==> config.mk <==
export PLATFORM = sky130hd
export DESIGN_NAME = led_flash_delay_controller
export DESIGN_NICKNAME = d
export VERILOG_FILES = /design/src/design/lfd_pkg.sv /design/src/design/lfd_core.sv /design/src/design/led_flash_delay_controller.sv
export SDC_FILE = /design/constraint.sdc
export NUM_CORES = 1
export LEC_CHECK = 0
export ABC_CLOCK_PERIOD_IN_PS = 4800
export BUFFER_PORTS_ARGS = -buffer_cell sky130_fd_sc_hd__buf_2
export CORE_MARGIN = 2
export CORE_UTILIZATION = 60
export DETAILED_ROUTE_END_ITERATION = 8
export PLACE_DENSITY = 0.77
export SYNTH_ARGS = -nofsm -noshare
export SYNTH_HDL_FRONTEND = slang
export SYNTH_SLANG_ARGS = --single-unit
==> constraint.sdc <==
create_clock -name clk -period 4.8 [get_ports clk]
set_input_delay 0.24 -clock clk [delete_from_list [all_inputs] [get_ports clk]]
set_output_delay 0.24 -clock clk [all_outputs]
set_load 0.01 [all_outputs]
==> src/design/lfd_pkg.sv <==
// Package: shared types and constants for the LED flash and delay controller.
package lfd_pkg;

    localparam int NUM_LEDS_DEF    = 4;
    localparam int COUNT_WIDTH_DEF = 16;
    localparam int LED_MAX         = 8;
    localparam int CNT_MAX         = 32;

    localparam int FUNC_W    = 3;
    localparam int INDEX_W   = 3;
    localparam int CTRL_W    = 2;
    localparam int DELAY_W   = 16;
    localparam int PATTERN_W = 4;
    localparam int LED_OUT_W = 4;

    localparam int IN_BITS  = FUNC_W + INDEX_W + 2 * CTRL_W + 1 + DELAY_W + PATTERN_W;
    localparam int IN_W     = ((IN_BITS + 7) / 8) * 8;
    localparam int OUT_BITS = LED_OUT_W + 1;
    localparam int OUT_W    = ((OUT_BITS + 7) / 8) * 8;

    typedef enum logic [FUNC_W-1:0] {
        FUNC_TICK       = 3'd0,
        FUNC_SET_LED    = 3'd1,
        FUNC_DELAY_SET  = 3'd2,
        FUNC_DELAY_STOP = 3'd3,
        FUNC_SET_ALL    = 3'd4
    } func_t;

    localparam logic [CTRL_W-1:0] CTRL_KEEP = 2'd0;
    localparam logic [CTRL_W-1:0] CTRL_OFF  = 2'd1;

    typedef struct packed {
        logic [PATTERN_W-1:0] pattern;
        logic [DELAY_W-1:0]   delay_ticks;
        logic                 start_on;
        logic [CTRL_W-1:0]    flash_ctrl;
        logic [CTRL_W-1:0]    on_ctrl;
        logic [INDEX_W-1:0]   led_index;
        func_t                func;
    } item_t;

    typedef struct packed {
        logic [LED_OUT_W-1:0] led_on;
        logic                 updated;
    } result_t;

endpackage

==> src/design/lfd_core.sv <==
// LED state registers, countdowns and the per-item update logic.
module lfd_core #(
    parameter int NUM_LEDS    = lfd_pkg::NUM_LEDS_DEF,
    parameter int COUNT_WIDTH = lfd_pkg::COUNT_WIDTH_DEF
) (
    input  logic            clk,
    input  logic            rst_n,
    input  logic            step,
    input  lfd_pkg::item_t  item,
    output lfd_pkg::result_t result
);

    logic [NUM_LEDS-1:0]    steady_reg, steady_next;
    logic [NUM_LEDS-1:0]    flash_reg, flash_next;
    logic [NUM_LEDS-1:0]    lit_reg, lit_next;
    logic                   force_reg, force_next;
    logic [NUM_LEDS-1:0]    snap_reg, snap_next;
    logic [NUM_LEDS-1:0]    tog_arm_reg, tog_arm_next;
    logic [NUM_LEDS-1:0]    unf_arm_reg, unf_arm_next;
    logic [COUNT_WIDTH-1:0] cnt_reg [NUM_LEDS];
    logic [COUNT_WIDTH-1:0] cnt_next [NUM_LEDS];

    logic [NUM_LEDS-1:0]          sel;
    logic                         idx_ok;
    logic [lfd_pkg::CNT_MAX-1:0]  dly_ext;
    logic [lfd_pkg::LED_MAX-1:0]  pat_ext;
    logic [lfd_pkg::LED_MAX-1:0]  lit_ext;
    logic                         upd;

    assign idx_ok  = {1'b0, item.led_index} < 4'(NUM_LEDS);
    assign dly_ext = lfd_pkg::CNT_MAX'(item.delay_ticks);
    assign pat_ext = lfd_pkg::LED_MAX'(item.pattern);

    always_comb
    begin
        for (int n = 0; n < NUM_LEDS; n++)
        begin
            sel[n] = idx_ok && (item.led_index == lfd_pkg::INDEX_W'(n));
        end
    end

    always_comb
    begin
        steady_next  = steady_reg;
        flash_next   = flash_reg;
        lit_next     = lit_reg;
        force_next   = force_reg;
        snap_next    = snap_reg;
        tog_arm_next = tog_arm_reg;
        unf_arm_next = unf_arm_reg;
        cnt_next     = cnt_reg;
        upd          = 1'b0;
        unique case (item.func)
            lfd_pkg::FUNC_TICK:
            begin
                for (int n = 0; n < NUM_LEDS; n++)
                begin
                    if (cnt_reg[n] != '0)
                    begin
                        cnt_next[n] = cnt_reg[n] - 1'b1;
                    end
                    if (tog_arm_reg[n] && (steady_reg[n] != snap_reg[n])
                        && (cnt_next[n] == '0))
                    begin
                        steady_next[n]  = ~steady_reg[n];
                        tog_arm_next[n] = 1'b0;
                        force_next      = 1'b1;
                    end
                    if (unf_arm_reg[n] && flash_reg[n] && (cnt_next[n] == '0))
                    begin
                        flash_next[n]   = 1'b0;
                        unf_arm_next[n] = 1'b0;
                        force_next      = 1'b1;
                    end
                end
                if (force_next || (flash_next != '0))
                begin
                    force_next = 1'b0;
                    lit_next   = (~lit_reg & flash_next) | (steady_next & ~flash_next);
                    upd        = 1'b1;
                end
            end
            lfd_pkg::FUNC_SET_LED:
            begin
                if (idx_ok)
                begin
                    if (item.on_ctrl == lfd_pkg::CTRL_OFF)
                    begin
                        steady_next = steady_reg & ~sel;
                    end
                    else if (item.on_ctrl != lfd_pkg::CTRL_KEEP)
                    begin
                        steady_next = steady_reg | sel;
                    end
                    if (item.flash_ctrl == lfd_pkg::CTRL_OFF)
                    begin
                        flash_next = flash_reg & ~sel;
                    end
                    else if (item.flash_ctrl != lfd_pkg::CTRL_KEEP)
                    begin
                        flash_next = flash_reg | sel;
                    end
                    force_next = 1'b1;
                end
            end
            lfd_pkg::FUNC_DELAY_SET:
            begin
                if (idx_ok)
                begin
                    for (int n = 0; n < NUM_LEDS; n++)
                    begin
                        if (sel[n])
                        begin
                            cnt_next[n] = dly_ext[COUNT_WIDTH-1:0];
                        end
                    end
                    steady_next  = item.start_on ? (steady_reg | sel) : (steady_reg & ~sel);
                    snap_next    = ~steady_next;
                    tog_arm_next = tog_arm_reg | sel;
                    flash_next   = flash_reg & ~sel;
                    force_next   = 1'b1;
                end
            end
            lfd_pkg::FUNC_DELAY_STOP:
            begin
                if (idx_ok)
                begin
                    for (int n = 0; n < NUM_LEDS; n++)
                    begin
                        if (sel[n])
                        begin
                            cnt_next[n] = dly_ext[COUNT_WIDTH-1:0];
                        end
                    end
                    unf_arm_next = unf_arm_reg | sel;
                    flash_next   = flash_reg | sel;
                    force_next   = 1'b1;
                end
            end
            lfd_pkg::FUNC_SET_ALL:
            begin
                steady_next = pat_ext[NUM_LEDS-1:0];
                force_next  = 1'b1;
            end
            default:
            begin
                upd = 1'b0;
            end
        endcase
    end

    always_ff @(posedge clk or negedge rst_n)
    begin
        if (!rst_n)
        begin
            steady_reg  <= '0;
            flash_reg   <= '0;
            lit_reg     <= '0;
            force_reg   <= 1'b1;
            snap_reg    <= '0;
            tog_arm_reg <= '0;
            unf_arm_reg <= '0;
            for (int n = 0; n < NUM_LEDS; n++)
            begin
                cnt_reg[n] <= '0;
            end
        end
        else if (step)
        begin
            steady_reg  <= steady_next;
            flash_reg   <= flash_next;
            lit_reg     <= lit_next;
            force_reg   <= force_next;
            snap_reg    <= snap_next;
            tog_arm_reg <= tog_arm_next;
            unf_arm_reg <= unf_arm_next;
            cnt_reg     <= cnt_next;
        end
    end

    assign lit_ext        = lfd_pkg::LED_MAX'(lit_next);
    assign result.led_on  = lit_ext[lfd_pkg::LED_OUT_W-1:0];
    assign result.updated = upd;

endmodule

==> src/design/led_flash_delay_controller.sv <==
// Top level: LED flash and delay controller with stream input and output channels.
//
// Usage:
//   s_tvalid/s_tready/s_tdata carry one item: a tick or an LED command.
//   m_tvalid/m_tready/m_tdata carry one result per item: the lit state of the
//   LEDs after that item and a flag telling whether the item recomputed it.
// Path: an accepted item is held in the input register; its result is computed
//   from that register and lands in the output register, valid to the receiver
//   from then on.
// Throughput: one item per cycle while m_tready is high; the LED state update is a
//   single pass of bit logic plus one countdown decrement per LED between registers.
// Stall: while the receiver holds m_tready low, the result stays in place;
//   an empty input register still takes one more item, then s_tready stays low
//   until the receiver raises m_tready.
// Reset: all LEDs off, no flashing, countdowns cleared and both registers
//   empty; the first tick after reset always recomputes the lit state.
module led_flash_delay_controller #(
    parameter int NUM_LEDS    = lfd_pkg::NUM_LEDS_DEF,
    parameter int COUNT_WIDTH = lfd_pkg::COUNT_WIDTH_DEF
) (
    input  logic                     clk,
    input  logic                     rst_n,
    input  logic                     s_tvalid,
    output logic                     s_tready,
    // func[2:0], led_index[5:3], on_ctrl[7:6], flash_ctrl[9:8], start_on[10],
    // delay_ticks[26:11], pattern[30:27], zero[31]
    input  logic [lfd_pkg::IN_W-1:0] s_tdata,
    output logic                     m_tvalid,
    input  logic                     m_tready,
    // led_on[3:0], updated[4], zero[7:5]
    output logic [lfd_pkg::OUT_W-1:0] m_tdata
);

    logic             in_valid_reg;
    lfd_pkg::item_t   in_item_reg;
    logic             out_valid_reg;
    lfd_pkg::result_t out_data_reg;
    lfd_pkg::result_t result;
    logic             advance;

    assign advance  = in_valid_reg && (!out_valid_reg || m_tready);
    assign s_tready = !in_valid_reg || advance;

    always_ff @(posedge clk or negedge rst_n)
    begin
        if (!rst_n)
        begin
            in_valid_reg  <= 1'b0;
            out_valid_reg <= 1'b0;
        end
        else
        begin
            if (s_tready)
            begin
                in_valid_reg <= s_tvalid;
            end
            if (advance)
            begin
                out_valid_reg <= 1'b1;
            end
            else if (m_tready)
            begin
                out_valid_reg <= 1'b0;
            end
        end
    end

    always_ff @(posedge clk)
    begin
        if (s_tready && s_tvalid)
        begin
            in_item_reg <= lfd_pkg::item_t'(s_tdata[lfd_pkg::IN_BITS-1:0]);
        end
        if (advance)
        begin
            out_data_reg <= result;
        end
    end

    lfd_core #(
        .NUM_LEDS    (NUM_LEDS),
        .COUNT_WIDTH (COUNT_WIDTH)
    ) u_core (
        .clk    (clk),
        .rst_n  (rst_n),
        .step   (advance),
        .item   (in_item_reg),
        .result (result)
    );

    assign m_tvalid = out_valid_reg;
    assign m_tdata  = {{(lfd_pkg::OUT_W - lfd_pkg::OUT_BITS){1'b0}},
                       out_data_reg.updated, out_data_reg.led_on};

endmodule
; Yosys cells after proc, flatten, opt, wreduce, memory -nomap -nowiden
; Cells that the tools add are included.
; Widths: inputs -> output; s select.
[totals]
ff_bits = 127
latchBits = 0
ram_bits = 0
mem_bits_ro = 0
inputBits = 36
out_inout_bits = 10
word_cells = 218
n_memories = 0
[op_classes]
n_addsub = 4
n_mul = 0
div_mod_pow = 0
n_lt_le_gt_ge = 1
eq_ne = 32
n_shift = 0
muxes = 71
bitwise_logic = 17
reduce_logical = 65
[op_table]
columns = cell, count
row1 = $mux 16, 12
row2 = $pmux 64 s2, 1
row3 = $logic_not 16->1, 4
row4 = $mux 64, 1
row5 = $reduce_bool 16->1, 4
row6 = $sub 16x1->16 const B, 4
row7 = $mux 4, 14
row8 = $reduce_and 4->1, 12
row9 = $mux 1, 38
row10 = $ne 2x1->1 const B, 17
row11 = $pmux 4 s4, 2
row12 = $logic_and 1x1->1, 22
row13 = $or 4x4->4, 5
row14 = $and 4x4->4, 4
row15 = $not 4->4, 4
row16 = $pmux 4 s2, 2
row17 = $eq 3x2->1 const B, 4
row18 = $reduce_bool 2->1, 6
row19 = $reduce_bool 4->1, 3
row20 = $eq 3x1->1 const B, 2
row21 = $logic_not 3->1, 2
row22 = $ne 3x1->1 const B, 2
row23 = $reduce_and 3->1, 2
row24 = $reduce_and 6->1, 1
row25 = other kinds (12), 22

; Longest topological paths before layout
[depth]
depth_word = 17
ltp_mapped = 16
depth_no_buf = 13

; Hierarchy
; A second synthesis with hierarchy kept.
[hier_totals]
hier_cells = 932
area_unflattened_um2 = 8069.0
[modules_own_cells]
columns = module, n_inst, cells_each, area_each_um2, seq_area_each_um2
row1 = lfd_core, 1, 884, 6857.8, 2228.4
row2 = led_flash_delay_controller, 1, 48, 1211.2, 1131.1

; Least setup slack after synthesis
; Ideal clock, no wire load.
[synth_timing]
path_type = register to register
start = register u_core.cnt_reg[32] (netlist bit)
end = register out_data_reg, in the netlist m_tdata[0], data pin
setup_ns = 0.260
arrival_time_ns = 3.096
t_required_ns = 4.540
setup_slack_ns = 1.444
path_stages_with_launch = 14
n_path_buf = 1
synth_period_minus_slack_ns = 3.356
cell_sequence = dfrtp_1 > inv_1 > ha_1 > or4b_1 > buf_2 > nor4b_1 > mux2i_1 > nand4_1 > nor4_4 > nor2_2 > nand3_2 > nand2b_1 > inv_2 > mux2_2
[synth_lines]
columns = item, line
row1 = start: declaration, lfd_core.sv:20  ; logic [COUNT_WIDTH-1:0] cnt_reg [NUM_LEDS];
row2 = start signal: assignment, lfd_core.sv:177  ; cnt_reg <= cnt_next;
row3 = end signal: assignment, led_flash_delay_controller.sv:76  ; out_data_reg <= result;
row4 = end: declaration, led_flash_delay_controller.sv:37  ; lfd_pkg::result_t out_data_reg;

==> summary by stage <==
Power and ir drop
The static leakage is approximately 0.0035 µW. The sequential power share is 0.427. Cell internal power was estimated by the tool at 2750 µW.

The share of total power dissipated in the clock network is 0.271. Overall power consumption after layout is estimated at 4610 µW. Of the total power, the share spent switching nets is 0.404. The analysis attributes to net switching a power of 1860 µW. The peak supply drop is 0.000377 V. Of the total power, combinational logic draws 0.302. The power per cell area is 494 nW/µm².

Timing
The worst relative slew slack is 0.253. The final clock skew is 9.15 ps. The number of slew-limit violations in the final report is 0. The post-route fraction of the period consumed by the critical path is 0.817.

Summed over all failing endpoints, the final setup total negative slack is 0 ps. Based on the critical path, the design can be clocked at up to 255 MHz. Setup violations remaining at the end of the flow were counted as 0.

The worst path needs 3920 ps of the cycle, external delays included. The actual slew at the worst max-slew pin is between 1000 and 1500 ps. The total count of hold-check failures in the final report came to 0. Setup repair after global routing left no endpoint under its margin.

Route
The ratio of routed vias to standard cells is 6.65. The count of nets left with antenna violations after detail routing is 0. In the final routed layout, each cell accounts on average for 19.1 µm. The number of DRC markers after the initial detailed-route iteration is 994. For this run, design rule violations remaining after detail routing come to 0. The final layout contains routed wiring with a total length of 22400 µm. The first TritonRoute pass finished after 6 iterations. The final route contains just under 8000 vias.

Die
The die covers ~15000 µm². The die is 121 µm tall. The horizontal die dimension is 121 µm. The initialized floorplan defines 42 standard-cell rows. The starting density of the core is 0.615.

The total area inside the core boundary comes to approximately 13000 µm². Pin placement for this block handled 46 I/O pins.

Placement
The routability congestion estimate from global placement is 0.989. The area of placed instances is 8430 µm². The total of buffers placed on input and output ports is a little over 40. Once detailed placement completed, the half-perimeter wirelength came to 15000 µm.

Yosys
Yosys mapped a number of flops with a built-in enable equal to 36. The sequential fraction of the synthesis area is 0.411. During synthesis, Yosys emitted a total of 0 warnings. The netlist area before placement is 8180 µm². Synthesis handed over a netlist of 940 instances. In this run, synthesis produced a sequential element count of 127. The mean instance size in the synthesized netlist is 8.70 µm². The synthesized netlist contains 86 unique library cells. After synthesis, the share of flip-flops with an asynchronous set or reset is 0.717. The dominant synthesized flop cell is dfrtp_1.

Cells and area
At the end of the flow the core is filled with cells to 0.702. With fillers left out, the area of the finished cells amounts to 9340 µm². The post-synthesis to final-layout area growth is 14.1%. The ratio of cells with drive above 1 in the final layout is 0.137. The register with the most flip-flops in the layout has 64 of them.

The number of inserted diodes is 0. The number of fill cells in the layout is 1027. The net total in the final layout is 1025.

Setup path
The slowest library cell on the worst path is or4b_1. The largest single stage delay on the critical path is 620 ps. Along the worst path, the maximum fanout reaches 9. The buffers plus inverters on the worst setup path is 2. At the worst endpoint, the required time is about 5000 ps. Among cell families on the critical path, the largest total delay comes from simple AND/OR/NAND/NOR gates. STA classifies the critical path startpoint as a flip-flop. The sort of element at the end of the critical path is a flip-flop. The arrival time at the worst endpoint is 4100 ps. The worst setup path category is reg -> reg. The signal on the critical path passes through inv_1, ha_1, or4b_1, nor4_4, mux2i_1, nand3_2, nor4_4, nor2_2, nand3_2, nand2b_1, inv_2, mux2_2.

Clock network
After clock tree synthesis, the repair step resized 0 gates. The cell sitting at the root of the clock tree is a clkbuf_16. The clock latency reported for the late side of the worst-skew pair is 430 ps. The number of clock buffers inserted by TritonCTS is 17. The clock transition at the register clock pins on the worst setup and hold paths after CTS is 70 ps. The CTS tree is built.

The post-CTS setup repair buffer count is 0. The maximum clock insertion buffer count is 2. For this design, the sink count on the clock tree is around 130. The H-tree was split into 4 levels.

GRT
The total overflow left after global routing is 0. The global-route usage over all layers is 0.325. The via count of the first global-routing pass is 7354. The initial antenna violation count is 0. Entering global routing, the biggest net connects 58 pins. The first global-routing pass estimated 37100 µm of wire.

Run
The max-cap check violation count is 0.

Worst hold path
The worst hold path belongs to the class in -> reg.

Run status
The run finished with clean final reports.
==> layer usage <==
metal | global-route usage | vias to the layer above | part of all wire
met5 | 0 | - | 0
met4 | 0.125 | 0 | 0.030
met3 | 0.0830 | 52 | 0.086
met2 | 0.496 | 396 | 0.45
met1 | 0.446 | 3719 | 0.43
li1 | - | 3642 | -
==> worst reg2reg max path: stages (launching register included) <==
cell and delay (ps):
dfrtp_1 450, inv_1 100, ha_1 290, or4b_1 630, nor4_4 430, mux2i_1 370
nand3_2 160, nor4_4 490, nor2_2 60, nand3_2 120, nand2b_1 90, inv_2 110
mux2_2 350
==> cell usage after synthesis (10+ instances only) <==
library cell / n / area (µm²)
nor2_1: 100 / 375
nand4_1: 10 / 62.6
nand3_1: 16 / 80.1
nand2b_1: 18 / 113
dfrtp_1: 90 / 2250
edfxtp_1: 36 / 1080
clkbuf_1: 42 / 158
nand2_1: 56 / 210
nor4_1: 29 / 181
a31oi_1: 20 / 125
or4_1: 13 / 97.6
nor3_1: 42 / 210
a21oi_1: 90 / 450
mux2_2: 10 / 113
o22a_1: 21 / 184
a22oi_1: 11 / 82.6
o21ai_0: 95 / 475
inv_1: 26 / 97.6
==> power by group through the flow <==
stage	clock network, µW	registers, µW	logic (µW)
after detailed placement	0	1960	1340
final	1250	1970	1390
after CTS	1260	1950	1370
after global placement	0	1950	1310
after floorplan	0	1730	1240
after global routing	1310	2030	1580
==> cell usage in the layout (no fill, tap or decap), types with 6 or more instances in the layout <==
| cell | n |
|---|---|
| o22ai_1 | 9 |
| a21oi_1 | 90 |
| nand2b_1 | 17 |
| nand2_1 | 56 |
| buf_4 | 11 |
| nor3_1 | 42 |
| mux2i_1 | 7 |
| and2_1 | 9 |
| a31oi_1 | 20 |
| inv_1 | 26 |
| clkbuf_16 | 17 |
| buf_2 | 40 |
| a21o_1 | 8 |
| nor2_1 | 100 |
| o22a_1 | 21 |
| nor4_1 | 29 |
| nor2b_1 | 8 |
| and3_1 | 6 |
| o21ai_0 | 92 |
| nand4_1 | 10 |
| edfxtp_1 | 36 |
| dfrtp_1 | 90 |
| o31ai_1 | 8 |
| a211oi_1 | 8 |
| nand3_1 | 16 |
| mux2_2 | 10 |
| a32oi_1 | 7 |
| xnor2_1 | 6 |
| o21bai_1 | 6 |
| or4_1 | 13 |
| a22oi_1 | 11 |
| dlygate4sd3_1 | 33 |
| or2_2 | 6 |
==> kinds of logic (layout without fill, tap and decap cells) <==
kind of cell / count (synthesis) / count (layout) / share of synthesized area
AOI/OAI and AO/OA: 331 / 331 / 0.255
xor gates and xnor gates: 11 / 11 / 0.0118
adders and majority gates: 4 / 4 / 0.00612
buffers and inverters: 87 / 143 / 0.0460
DFF: 127 / 127 / 0.411
muxes: 17 / 17 / 0.0223
other: 1 / 3 / 0.000458
and+or+nand+nor: 362 / 362 / 0.248
==> metrics by stage <==
stage,worst slack (ps),hold slack [ps],std cells
finish,877,126,1174
global route,639,136,1174
CTS,889,86.8,1174
detailed placement,925,367,1109
global placement,1040,364,1109
floorplan,1440,-55.6,942
==> final timing paths <==
kind                                                   startpoint                                end  slack (ps)  cells past startpoint
worst max-delay path               u_core.cnt_reg[32]$_DFFE_PN0P_               m_tdata[0]$_DFFE_PP_         880                     12
worst min-delay path                                     m_tready               m_tvalid$_DFFE_PN0P_         130                      3
worst max register to register     u_core.cnt_reg[32]$_DFFE_PN0P_               m_tdata[0]$_DFFE_PP_         880                     12
worst min register to register  u_core.unf_arm_reg[1]$_DFFE_PN0P_  u_core.unf_arm_reg[1]$_DFFE_PN0P_         490                      1
max in group asynchronous                                   rst_n   u_core.steady_reg[0]$_DFFE_PN0P_        3430                      3
min in group asynchronous                                   rst_n      u_core.cnt_reg[3]$_DFFE_PN0P_         420                      2
==> timing repair <==
action | CTS | global route
endpoints found under the hold margin | 87 | 0
endpoints found under the setup margin | 0 | 0
hold buffers | 33 | 0
==> layout make-up <==
| type | count | area (µm²) | area share |
|---|---|---|---|
| Multi-Input combinational cell | 728 | 4470 | 0.479 |
| Sequential cell | 127 | 3360 | 0.360 |
| Timing Repair Buffer | 84 | 613 | 0.0657 |
| Clock buffer | 17 | 425 | 0.0456 |
| Tap cell | 176 | 220 | 0.0236 |
| Clock inverter | 15 | 148 | 0.0158 |
| Inverter | 27 | 101 | 0.0109 |
Note: power is estimated with default switching activity, not from simulation.
